===== src/rtl/nds_pkg.sv =====
package nds_pkg;

   localparam int MaxSteps   = 64;
   localparam int PosW       = $clog2(MaxSteps);
   localparam int CountW     = 7;
   localparam int CsrIndexW  = 3;
   localparam int CsrDataW   = 32;
   localparam int TimeW      = 16;
   localparam int SumW       = TimeW + 2;
   localparam int DividendW  = 2 * TimeW;
   localparam int DivCountW  = $clog2(DividendW);

   typedef enum logic [2:0] {
      CMD_TICK      = 3'd0,
      CMD_TRIGGER   = 3'd1,
      CMD_WR_NOTE   = 3'd2,
      CMD_WR_DUR    = 3'd3,
      CMD_WR_ENV    = 3'd4,
      CMD_RESTART   = 3'd5,
      CMD_RSVD6     = 3'd6,
      CMD_RSVD7     = 3'd7
   } cmd_type;

   typedef enum logic [CsrIndexW-1:0] {
      CSR_SAMPLES_PER_UNIT = 3'd0,
      CSR_MS_PER_UNIT      = 3'd1,
      CSR_NOTE_COUNT       = 3'd2,
      CSR_DURATION_COUNT   = 3'd3,
      CSR_MANUAL_MODE      = 3'd4,
      CSR_ELASTIC_SUSTAIN  = 3'd5,
      CSR_SUSTAIN_LEVEL    = 3'd6,
      CSR_UNUSED           = 3'd7
   } csr_index_type;

   typedef enum logic [2:0] {
      ST_IDLE,
      ST_READ,
      ST_LEN,
      ST_SCALE,
      ST_DIV,
      ST_OUT
   } state_type;

   typedef enum logic [1:0] {
      OP_MANUAL,
      OP_AUTO,
      OP_RESTART
   } op_type;

   typedef struct packed {
      logic start;
   } div_ctl_type;

   typedef struct packed {
      logic busy;
      logic done;
   } div_sts_type;

   typedef struct packed {
      logic [PosW-1:0] pos;
      logic            wrap;
   } step_type;

   localparam logic [TimeW-1:0] EnvResetA = 16'd10;
   localparam logic [TimeW-1:0] EnvResetD = 16'd10;
   localparam logic [TimeW-1:0] EnvResetS = 16'd100;
   localparam logic [TimeW-1:0] EnvResetR = 16'd10;

   localparam logic [31:0]       MsPerUnitReset = 32'd3932160;
   localparam logic [CountW-1:0] CountReset     = 7'd3;

   function automatic logic [CountW:0] clamp_count(input logic [CountW-1:0] c);
      logic [CountW:0] r;
      r = {1'b0, c};
      if (c < CountW'(2)) r = (CountW+1)'(2);
      else if ({1'b0, c} > (CountW+1)'(MaxSteps)) r = (CountW+1)'(MaxSteps);
      return r;
   endfunction

   function automatic step_type advance(input logic [PosW-1:0] pos,
                                        input logic [CountW-1:0] c);
      logic [CountW:0] n;
      step_type        s;
      n = (CountW+1)'(pos) + (CountW+1)'(1);
      if (n >= clamp_count(c)) begin
         s.pos  = '0;
         s.wrap = 1'b1;
      end else begin
         s.pos  = n[PosW-1:0];
         s.wrap = 1'b0;
      end
      return s;
   endfunction

   function automatic logic [PosW-1:0] last_pos(input logic [CountW-1:0] c);
      logic [CountW:0] m;
      m = clamp_count(c) - (CountW+1)'(1);
      return m[PosW-1:0];
   endfunction

endpackage


===== src/rtl/nds_div4.sv =====
// Four restoring dividers sharing one divisor, one quotient bit per cycle.
module nds_div4 (
   input  logic                                  clock,
   input  logic                                  reset,
   input  nds_pkg::div_ctl_type                  ctl,
   input  logic [3:0][nds_pkg::DividendW-1:0]    dividend,
   input  logic [nds_pkg::SumW-1:0]              divisor,
   output nds_pkg::div_sts_type                  sts,
   output logic [3:0][nds_pkg::TimeW-1:0]        quotient
);

   logic [3:0][nds_pkg::DividendW-1:0] work_ff, work_in;
   logic [3:0][nds_pkg::SumW-1:0]      rem_ff, rem_in;
   logic [nds_pkg::SumW-1:0]           dsr_ff, dsr_in;
   logic [nds_pkg::DivCountW-1:0]      cnt_ff, cnt_in;
   logic                               busy_ff, busy_in;
   logic                               done_ff, done_in;
   logic [3:0][nds_pkg::SumW:0]        trial;

   always_comb begin
      work_in = work_ff;
      rem_in  = rem_ff;
      dsr_in  = dsr_ff;
      cnt_in  = cnt_ff;
      busy_in = busy_ff;
      done_in = 1'b0;
      for (int i = 0; i < 4; i++) begin
         trial[i] = {rem_ff[i], work_ff[i][nds_pkg::DividendW-1]};
      end
      if (ctl.start) begin
         work_in = dividend;
         rem_in  = '0;
         dsr_in  = divisor;
         cnt_in  = '0;
         busy_in = 1'b1;
      end else if (busy_ff) begin
         for (int i = 0; i < 4; i++) begin
            if (trial[i] >= {1'b0, dsr_ff}) begin
               rem_in[i]  = nds_pkg::SumW'(trial[i] - {1'b0, dsr_ff});
               work_in[i] = {work_ff[i][nds_pkg::DividendW-2:0], 1'b1};
            end else begin
               rem_in[i]  = trial[i][nds_pkg::SumW-1:0];
               work_in[i] = {work_ff[i][nds_pkg::DividendW-2:0], 1'b0};
            end
         end
         cnt_in = cnt_ff + nds_pkg::DivCountW'(1);
         if (cnt_ff == nds_pkg::DivCountW'(nds_pkg::DividendW - 1)) begin
            busy_in = 1'b0;
            done_in = 1'b1;
         end
      end
   end

   always_ff @(posedge clock) begin
      if (reset) begin
         busy_ff <= 1'b0;
         done_ff <= 1'b0;
         cnt_ff  <= '0;
      end else begin
         busy_ff <= busy_in;
         done_ff <= done_in;
         cnt_ff  <= cnt_in;
      end
      work_ff <= work_in;
      rem_ff  <= rem_in;
      dsr_ff  <= dsr_in;
   end

   always_comb begin
      sts.busy = busy_ff;
      sts.done = done_ff;
      for (int i = 0; i < 4; i++) begin
         quotient[i] = work_ff[i][nds_pkg::TimeW-1:0];
      end
   end

endmodule


===== config.mk =====
export PLATFORM = sky130hd
export DESIGN_NAME = nds_div4
export DESIGN_NICKNAME = d
export VERILOG_FILES = /design/src/rtl/nds_pkg.sv /design/src/rtl/nds_div4.sv
export SDC_FILE = /design/constraint.sdc
export NUM_CORES = 1
export LEC_CHECK = 0
export BUFFER_PORTS_ARGS = -buffer_cell sky130_fd_sc_hd__buf_2
export CAP_MARGIN = 10
export CORE_MARGIN = 2
export CORE_UTILIZATION = 52
export DETAILED_ROUTE_END_ITERATION = 8
export PLACE_DENSITY = 0.73
export SLEW_MARGIN = 0
export SYNTH_ARGS = -nofsm -noshare
export SYNTH_HDL_FRONTEND = slang
export SYNTH_SLANG_ARGS = --single-unit

===== constraint.sdc =====
create_clock -name clock -period 4.5 [get_ports clock]
set_input_delay 0.9 -clock clock [delete_from_list [all_inputs] [get_ports clock]]
set_output_delay 0.9 -clock clock [all_outputs]
set_load 0.02 [all_outputs]

== Word-level counts from Yosys, hierarchy flattened ==
Index checks and enable logic that the tools add are counted.

* Register bits: 225
* Bits in latches: 0
* Bits in writable memories: 0
* ROM bits: 0
* Input bits: 149
* Output and inout bits: 66
* Logic and storage cells: 40
* Memories: 0

* Add/sub/neg operators: 5
* Multiply operators: 0
* Div/mod/pow operators: 0
* Magnitude comparators: 4
* Eq/ne operators: 1
* Shifts and indexed selects: 0
* Muxes and demuxes: 14
* Bitwise operators: 1
* Reduce and logical (&&, ||, !) cells: 3

{| class="wikitable"
|+ Operator list
! kind !! count
|-
| 128-bit two-way mux || 2
|-
| 19-bit by 18-bit greater-or-equal comparator with 1-bit output || 4
|-
| 18-bit two-way mux || 4
|-
| 18-bit subtractor || 4
|-
| 1-bit two-way mux || 8
|-
| 5-bit by 1-bit adder with 5-bit output, second input constant || 1
|-
| 5-bit == test, second input constant || 1
|-
| 3-bit OR reduction || 1
|-
| 2-bit nonzero test || 1
|-
| 2-bit OR reduction || 1
|-
| 1-bit NOT || 1
|}

== Logic depth before layout (Yosys ltp) ==
Gate-level depths: netlist (run 1).

* Depth after elaboration: 4
* Mapped depth: 12
* Depth with buffers taken out: 12

== Worst setup path after synthesis (run 1) ==
No wires, ideal clock.

* Path type: input-to-reg
* From: input port ctl
* To: register work_ff (netlist bit quotient[0]), enable pin
* Library setup time: 0.480 ns
* Arrival time: 4.117 ns
* Required time: 4.020 ns
* Setup slack: -0.097 ns
* Stages: 5
* Path buffers: 3
* Cell sequence: clkbuf_1 -> nor2_1 -> clkbuf_1 -> clkbuf_1 -> inv_1

* Cells in the longest elaborated chain, start to end: 1

{| class="wikitable"
|+ RTL lines
! element !! line !! RTL
|-
| from (decl) || nds_div4.sv:5 || <nowiki>input nds_pkg::div_ctl_type ctl,</nowiki>
|-
| 2-bit nonzero test (no line) || - ||
|-
| to (signal assigned) || nds_div4.sv:64 || <nowiki>work_ff <= work_in;</nowiki>
|-
| to (decl) || nds_div4.sv:12 || <nowiki>logic [3:0][nds_pkg::DividendW-1:0] work_ff, work_in;</nowiki>
|}

Every way passes these cells.
A chain may end at the register's enable or synchronous reset.

== Worst setup path after layout (run 1) ==
* From: register dsr_ff[4] (netlist bit)
* To: register rem_ff[8] (netlist bit)

* Cells in the longest elaborated chain, start to end: 2
* Elaborated cells between the ends (all ways): 3
* Those cells by class: add/sub: 1; order compare: 1; mux: 1

{| class="wikitable"
|+ RTL lines
! element !! line !! RTL
|-
| from (decl) || nds_div4.sv:14 || <nowiki>logic [nds_pkg::SumW-1:0] dsr_ff, dsr_in;</nowiki>
|-
| from (signal assigned) || nds_div4.sv:66 || <nowiki>dsr_ff <= dsr_in;</nowiki>
|-
| 18-bit subtractor / 19-bit by 18-bit greater-or-equal comparator with 1-bit output (equally long branches) || nds_div4.sv:39, nds_div4.sv:38 ||
|-
| 18-bit two-way mux * || nds_div4.sv:38 || <nowiki>if (trial[i] >= {1'b0, dsr_ff}) begin</nowiki>
|-
| to (signal assigned) || nds_div4.sv:65 || <nowiki>rem_ff <= rem_in;</nowiki>
|-
| to (decl) || nds_div4.sv:13 || <nowiki>logic [3:0][nds_pkg::SumW-1:0] rem_ff, rem_in;</nowiki>
|}

Every way passes the cells marked *; elsewhere a longest branch is shown, timed or not.

==> results.yml, run 1 <==
grt:
  gr-usage-met1_pct: 31.1
  grt_overflow: 0
  grt_util_met2_pct: 35.9
  track_usage_pct: 22.9
  grt_pass1_vias: 9532
  use_met3_pct: 7.25
  top_usage_layer: "met2"
  antenna_found_initial: 6
  grt_pass1_wl_microns: 49400
  grt_max_degree: 129
sta:
  min_period_ns: 3.29
  slew_headroom_pct: 31.9
  rsz0062_at_grt: "no"
  finalHoldViolations: 0
  fin_crit_sh_pct: 73.1
  fin_setup_tns_ns: 0
  tightest_slew_ns: 1.02
  max_freq_ghz: 0.304
  drv_slew: 0
  fin_skew_ns: 0.0193
  setup_violations: 0
place:
  place_inst: 1660
  dp_hpwl_microns: 21700
  portBuffers: 214
  routabilityCongestion: 0.884
cts:
  clock_path_buffers: 3
  clockRootBuffer: "clkbuf_16"
  cts_tree: "built"
  path_clk_slew_ns: 0.06
  post-cts-setup-buffer-count: 0
  cts-htree-levels: 1
  clkLatencyLatePin_ns: 0.55
  ctsResizeCount: 0
  cts_buffers: 26
  hold_buffers: 0
  cts_sinks: 225
floorplan:
  die-area_sq_mm: 0.0270
  die_h_microns: 164
  dieWidth_microns: 164
  core_area_sq_mm: 0.0252
  ios: 215
  rows: 58
  initial_core_util_pct: 53.0
setup_path:
  crit_path_top_delay_cell: "a2111oi_4"
  critPathRequiredTime_ns: 4.88
  critPathKind: "reg -> reg"
  crit_arrival_ns: 3.67
  cp.buffers_inverters: 2
  cpLargestDelayFamily: "compound AO/OA/AOI/OAI gates"
  critPathMaxFanout: 29
  startpoint_type: "flip-flop"
  worstPathCellList: "inv_1 > ha_1 > a211o_1 > a31oi_2 > a311o_1 > a21oi_1 > a2111oi_4 > buf_4 > mux2i_1 > a211oi_1"
  cp-end-kind: "flip-flop"
  cp_slowest_stage_delay_ns: 0.45
finish:
  fillerInstances: 2045
  area_delta_synth_final_pct: 12.8
  drive_gt1_share_pct: 29.5
  layout.cells.non_filler: 1710
  nNetsFinal: 1586
routing:
  via_count: 9783
  drcViolationCount: 0
  vias_per_cell: 5.72
  avgRoutedWirePerCell_microns: 18.2
  dr.pass1.iters: 5
  drtAntennaViolNets: 0
  totalWireLength_microns: 31100
  drt_iter0_drc: 543
synthesis:
  synth_top_area_share_pct: 32.8
  synth.most_common_cell: "edfxtp_1"
  ys_seq_elements: 225
  syn-instance-count: 1225
  synthesis.nets: 1452
  seq_area_frac_synth_pct: 44.7
  synth_area_leader_cell: "edfxtp_1"
  synth_warnings: 0
  ys_types: 78
  synth-edff-count: 146
  ys.flop_type: "edfxtp_1"
  synthTopCellsByArea: "edfxtp_1 33%, dfxtp_1 12%, mux2_2 11%"
  syn_avg_cell_area_sq_um: 10.9
  syn_area_sq_mm: 0.0134
  async_reset_ff_share_pct: 0
  ys_top_cells_by_count: "146 x edfxtp_1, 127 x mux2_2, 79 x dfxtp_1, 79 x nor2_1, 74 x ha_1"
run_status:
  outcome: "completed"
power:
  leakage_uw: 0.00622
  worst_ir_drop_vdd_v: 0.000343
  power_density_mw_per_mm2: 376
flow_run:
  cap_violations: 0
hold_path:
  hp-class: "reg -> reg"
-- logic make-up after synthesis --
group	share of synthesized area, %
compound gates	14.8
simple gates	8.56
flops	44.7
mux	14.2
buf+inv	6.58
fa+ha+maj	7.53
xor+xnor	3.67
-- registers in the layout (all words and copies together), names as in the netlist --
name / cells
cnt_ff: 5
work_ff: 60
trial: 4
rem_ff: 72
done_ff: 1
quotient: 64
busy_ff: 1
dsr_ff: 18
-- per-stage QoR --
stage                     setup WS (ns)  util, %  instance area [sq um]  hold slack, ns  total power [uW]
after CTS                          1.19     59.7                  15000           0.484              5690
after global routing              0.889     59.8                  15100           0.503              5900
final                              1.21     59.8                  15100           0.482              5660
after floorplan                   0.289        -                  13400           0.446              3390
after global placement             1.32     56.4                  14200           0.461              3600
after detailed placement           1.28     56.4                  14200           0.476              3620
-- where the power goes --
| group | total [uW] | switching (uW) | internal, uW |
|---|---|---|---|
| Sequential | 2500 | 88.5 | 2410 |
| Combinational | 1100 | 625 | 471 |
| Clock | 2060 | 871 | 1190 |
-- worst min-delay path: stages, from the launching register on --
cell and delay, ns:
dfxtp_1 0.32, nand2_1 0.05, o21ai_0 0.06
-- worst paths after layout --
check,start,endpoint,slack (ns),cells past startpoint
setup / recovery,dsr_ff[4],rem_ff[8],1.21,10
hold / removal,rem_ff[11],rem_ff[11],0.48,2
setup reg to reg,dsr_ff[4],rem_ff[8],1.21,10
hold reg to reg,rem_ff[11],rem_ff[11],0.48,2
-- cell usage in the layout, fill, tap and decap left out, drive strengths merged, types with 16 or more instances in the layout --
| master | synthesis | final |
|---|---|---|
| a21oi | 62 | 62 |
| clkbuf | 41 | 32 |
| dfxtp | 79 | 79 |
| buf | 76 | 223 |
| nand2 | 67 | 67 |
| o21ai | 72 | 72 |
| nand3 | 16 | 16 |
| nor2 | 80 | 80 |
| a211oi | 39 | 39 |
| inv | 44 | 43 |
| edfxtp | 146 | 146 |
| mux2 | 127 | 127 |
| xnor2 | 30 | 30 |
| xor2 | 26 | 26 |
| ha | 74 | 74 |
| a21o | 20 | 20 |
| mux2i | 47 | 47 |
-- final cells by class --
cell class	instances	area, sq um	area share, %
flip-flops and latches	225	5970	39.6
diodes	2	5.00	0.0332
well taps	330	413	2.74
inverters	44	169	1.12
clock buffers	32	683	4.54
multi-input cells	839	6510	43.2
repair buffers	223	1160	7.73
clock inverters	15	145	0.964
-- per-layer routing --
| layer | share of wire [%] | wire length (microns) | up-vias |
|---|---|---|---|
| met5 | 0.13 | 40 | - |
| met4 | 2.0 | 609 | 6 |
| met3 | 8.8 | 2740 | 55 |
| met2 | 45 | 13900 | 308 |
| met1 | 44 | 13800 | 4635 |
| li1 | - | - | 4779 |
No activity file was read; power rests on OpenSTA's default activity.
==> inputs of run 2 (changes only) <==
ABC_AREA = 1   (was not set)
CORE_UTILIZATION = 58   (was 52)
PLACE_DENSITY = 0.77   (was 0.73)
clock period = 3.3 ns   (was 4.5 ns; I/O delays follow)
==> results.yml, run 2 <==
synthesis:
  syn_avg_cell_area_sq_um: 7.30
  synth.most_common_cell: "nand2_1"
  syn_area_sq_mm: 0.0146
  ys_top_cells_by_count: "871 x nand2_1, 196 x inv_1, 148 x nand3_1"
  synth_area_leader_cell: "edfxtp_1"
  synth_top_area_share_pct: 30.1
  async_reset_ff_share_pct: 0
  synthesis.nets: 2226
  ys.flop_type: "edfxtp_1"
  synth-edff-count: 146
  synthTopCellsByArea: "edfxtp_1 30%, nand2_1 22%, dfxtp_1 11%"
  syn-instance-count: 1999
  ys_seq_elements: 225
  seq_area_frac_synth_pct: 40.9
  ys_types: 33
  synth_warnings: 0
power:
  comb_power_share_pct: 14.8
  power_frac_seq_pct: 46.3
  internal_power_uw: 5230
  swShare_pct: 27.1
  p_switching_uw: 1950
  worst_ir_drop_vdd_v: 0.000403
  power_density_mw_per_mm2: 442
  clkPwrFrac_pct: 38.9
  leakage_uw: 0.00849
floorplan:
  die_h_microns: 163
  rows: 58
  core_area_sq_mm: 0.0250
  initial_core_util_pct: 58.4
  dieWidth_microns: 163
  die-area_sq_mm: 0.0264
  ios: 215
sta:
  drv_slew: 0
  max_freq_ghz: 0.388
  setup_violations: 0
  slew_headroom_pct: 46.5
  finalHoldViolations: 0
  rsz0062_at_grt: "no"
  min_period_ns: 2.58
  fin_setup_tns_ns: 0
  fin_skew_ns: 0.0250
  fin_crit_sh_pct: 78.1
  tightest_slew_ns: 0.800
grt:
  grt_pass1_wl_microns: 59200
  antenna_found_initial: 6
  track_usage_pct: 27.6
  grt_pass1_vias: 12400
  grt_overflow: 0
  grt_max_degree: 103
routing:
  drcViolationCount: 0
  totalWireLength_microns: 36600
  dr.pass1.iters: 5
  vias_per_cell: 5.19
  via_count: 12900
  avgRoutedWirePerCell_microns: 14.8
  drtAntennaViolNets: 0
  drt_iter0_drc: 959
finish:
  nNetsFinal: 2353
  final_area_sq_mm: 0.0163
  largest_reg_flops: 72
  drive_gt1_share_pct: 14.4
  regMostFlops: "rem_ff"
  area_delta_synth_final_pct: 11.5
  layout.cells.non_filler: 2477
  final_cell_mix: "871 x nand2_1, 213 x buf_2, 195 x inv_1"
  final_common_cell: "nand2_1"
hold_path:
  hp-class: "in -> reg"
  hold_depth: 1
cts:
  clock_path_buffers: 3
  post-cts-setup-buffer-count: 0
  cts-htree-levels: 1
  cts_buffers: 26
  cts_tree: "built"
  cts_sinks: 225
  hold_buffers: 0
  path_clk_slew_ns: 0.06
  clockRootBuffer: "clkbuf_16"
  ctsResizeCount: 0
  clkLatencyLatePin_ns: 0.55
place:
  routabilityCongestion: 0.948
  portBuffers: 214
  placed_area_sq_mm: 0.0154
  place_inst: 2428
  dp_hpwl_microns: 26000
setup_path:
  crit_arrival_ns: 3.03
  startpoint_type: "flip-flop"
  critPathMaxFanout: 21
  cp-end-kind: "flip-flop"
  critPathKind: "reg -> reg"
  r2r_cells: 13
  critPathRequiredTime_ns: 3.75
run_status:
  outcome: "completed"
flow_run:
  cap_violations: 0
## run 2: cell type report
class	count	area, sq um
clock inverter	13	141
sequential	225	5970
tap	330	413
multi-input combinational	1445	7050
fill	2190	8700
clock buffer	34	691
timing repair buffer	229	1240
inverter	199	754
antenna	2	5.00
## run 2: per-stage QoR
step,utilization (%),hold slack [ns],total power (uW),setup slack (ns)
CTS,65.1,0.272,7220,0.743
global placement,61.8,0.454,4410,0.857
global route,65.1,0.275,7470,0.485
floorplan,-,0.442,4160,0.0808
detailed placement,61.8,0.461,4430,0.760
finish,65.1,0.284,7180,0.722
## run 2: kinds of logic (layout without fill, tap and decap cells)
family                     after synthesis  after routing  synth area share [%]
DFF                                    225            225                  40.9
buffers and inverters                  329            475                  10.8
AOI/OAI and AO/OA                      117            117                  4.31
adders and majority gates               78             78                  6.90
other                                    0              2                     0
and+or+nand+nor                       1219           1219                  35.2
xor gates and xnor gates                31             31                  1.86
## run 2: worst paths after layout
| path | startpoint | endpoint | slack (ns) |
|---|---|---|---|
| worst max-delay path | dsr_ff[14] | rem_ff[54] | 0.72 |
| worst min-delay path | divisor[15] | dsr_ff[15] | 0.28 |
| worst max register to register | dsr_ff[14] | rem_ff[54] | 0.72 |
| worst min register to register | cnt_ff[4] | cnt_ff[4] | 0.47 |
## run 2: critical path, cell delays in order (launching register included)
cell and delay (ns):
edfxtp_1 0.36, inv_1 0.31, ha_1 0.38, nand2_2 0.14
inv_1 0.05, nand2_1 0.06, nand2_1 0.04, a21oi_1 0.15
nand2_1 0.11, nand2_2 0.37, nand2_4 0.25, nand2_1 0.12
nand3_1 0.06, o21ai_0 0.08
## run 2: routing by layer
layer	global-route usage (%)	vias to the layer above	wire length, microns
li1	-	6565	-
met1	35.8	5792	15700
met2	45.6	423	16800
met3	5.83	75	2710
met4	10.4	6	1350
met5	0	-	41
## run 2: power groups by stage
stage / clock network, uW / registers (uW) / logic [uW]
detailed placement: 0 / 3380 / 1050
finish: 2790 / 3330 / 1060
global placement: 0 / 3370 / 1030
CTS: 2840 / 3320 / 1060
global route: 2940 / 3340 / 1180
floorplan: 0 / 3350 / 805
==> inputs of run 3 (changes only) <==
clock period = 2.7 ns   (was 3.3 ns; I/O delays follow)
==> results.yml, run 3 (synthesis gave the netlist of run 2 again) <==
run_status:
  outcome: "completed"
setup_path:
  critPathMaxFanout: 21
  worstPathCellList: "inv_1 > buf_4 > ha_1 > nand2_1 > nand2_1 > nand3_1 > nand2_2 > nand2_2 > nand2_2 > nand2_4 > nand2_4 > nand2_1 > nand3_1 > o21ai_0"
  crit_arrival_ns: 2.99
  crit_path_top_delay_cell: "edfxtp_1"
  critPathKind: "reg -> reg"
  startpoint_type: "flip-flop"
  r2r_end: "rem_ff[18]"
  critPathRequiredTime_ns: 3.17
  cp-end-kind: "flip-flop"
  r2r_cells: 14
  r2r_start: "dsr_ff[1]"
  reg2reg_setup_slack_ns: 0.18
  cp_slowest_stage_delay_ns: 0.35
floorplan:
  die-area_sq_mm: 0.0264
  core_area_sq_mm: 0.0250
  initial_core_util_pct: 58.4
  rows: 58
  die_h_microns: 163
  dieWidth_microns: 163
  ios: 215
hold_path:
  hold_path_end: "dsr_ff[1]"
  hold_path_startpoint: "divisor[1]"
  hp-class: "in -> reg"
  hold_depth: 1
finish:
  final_cell_mix: "871 x nand2_1, 213 x buf_2, 195 x inv_1"
  area_delta_synth_final_pct: 11.6
  largest_reg_flops: 72
  drive_gt1_share_pct: 14.7
  final_common_cell: "nand2_1"
  nNetsFinal: 2356
  regMostFlops: "rem_ff"
  fillerInstances: 2238
  layout.cells.non_filler: 2480
sta:
  rsz0062_at_grt: "no"
  max_freq_ghz: 0.397
  finalHoldViolations: 0
  min_period_ns: 2.52
  fin_setup_tns_ns: 0
  slew_headroom_pct: 43.5
  setup_violations: 0
  fin_skew_ns: 0.0140
  fin_crit_sh_pct: 93.3
  tightest_slew_ns: 0.847
  drv_slew: 0
grt:
  antenna_found_initial: 9
  grt_pass1_vias: 12300
  grt_overflow: 0
  grt_pass1_wl_microns: 58900
  grt_max_degree: 86
  track_usage_pct: 27.4
cts:
  path_clk_slew_ns: 0.06
  cts_sinks: 225
  cts-htree-levels: 1
  cts_buffers: 25
  hold_buffers: 0
  clock_path_buffers: 3
  clockRootBuffer: "clkbuf_16"
  cts_tree: "built"
  clkLatencyLatePin_ns: 0.54
flow_run:
  cap_violations: 0
routing:
  via_count: 13000
  drcViolationCount: 0
  dr.pass1.iters: 5
  drtAntennaViolNets: 0
  avgRoutedWirePerCell_microns: 14.8
  vias_per_cell: 5.24
  totalWireLength_microns: 36600
  drt_iter0_drc: 1003
power:
  power_density_mw_per_mm2: 538
  leakage_uw: 0.00853
  worst_ir_drop_vdd_v: 0.000606
place:
  dp_hpwl_microns: 25600
  routabilityCongestion: 0.943
  place_inst: 2432
  portBuffers: 214
run 3: repair_timing:
action,CTS,global route
setup buffers,0,0
setup endpoints to repair,0,2
gates resized for setup,0,1
run 3: final cells by class:
class | count | area (sq um) | share of cell area, %
clock buffer | 37 | 731 | 4.49
tap | 330 | 413 | 2.54
timing repair buffer | 233 | 1270 | 7.78
multi-input combinational | 1445 | 7060 | 43.4
inverter | 199 | 754 | 4.63
clock inverter | 9 | 87.6 | 0.538
sequential | 225 | 5970 | 36.6
antenna | 2 | 5.00 | 0.0307
run 3: power by group:
group | switching (uW) | internal (uW) | total, uW
Clock | 1420 | 1980 | 3390
Combinational | 857 | 446 | 1300
Sequential | 110 | 3950 | 4060
run 3: how the worst max path moves through the flow:
stage | from | cells after the start | endpoint
after CTS | dsr_ff[6] | 13 | rem_ff[54]
after detailed placement | dsr_ff[6] | 13 | rem_ff[60]
after global routing | dsr_ff[1] | 14 | rem_ff[18]
final | dsr_ff[1] | 14 | rem_ff[18]
after floorplan | ctl | 4 | quotient[0]
after global placement | dsr_ff[6] | 13 | rem_ff[58]
run 3: critical path, delay by kind of cell (launching register included):
family / cells / cell delay [ns]
AND/OR/NAND/NOR: 10 / 1.13
buffers and inverters: 2 / 0.58
flip-flops: 1 / 0.35
adder cells (fa/ha/maj): 1 / 0.27
AO/OA/AOI/OAI: 1 / 0.09
run 3: metrics by stage:
step	power (uW)	hold WS (ns)	utilization (%)	worst slack, ns	area (sq um)
finish	8760	0.167	65.2	0.182	16300
global route	9120	0.158	65.2	0.0380	16300
detailed placement	5420	0.462	61.9	0.197	15500
CTS	8810	0.147	65.2	0.182	16300
global placement	5390	0.455	61.9	0.238	15500
floorplan	5080	0.442	-	0.347	14600
run 3: metal layers:
| layer | up-vias | GRT usage (%) | part of all wire (%) |
|---|---|---|---|
| met3 | 79 | 6.95 | 8.7 |
| met4 | 12 | 8.49 | 3.0 |
| met5 | - | 0 | 0.24 |
| li1 | 6560 | - | - |
| met1 | 5902 | 36.2 | 44 |
| met2 | 442 | 44.6 | 44 |
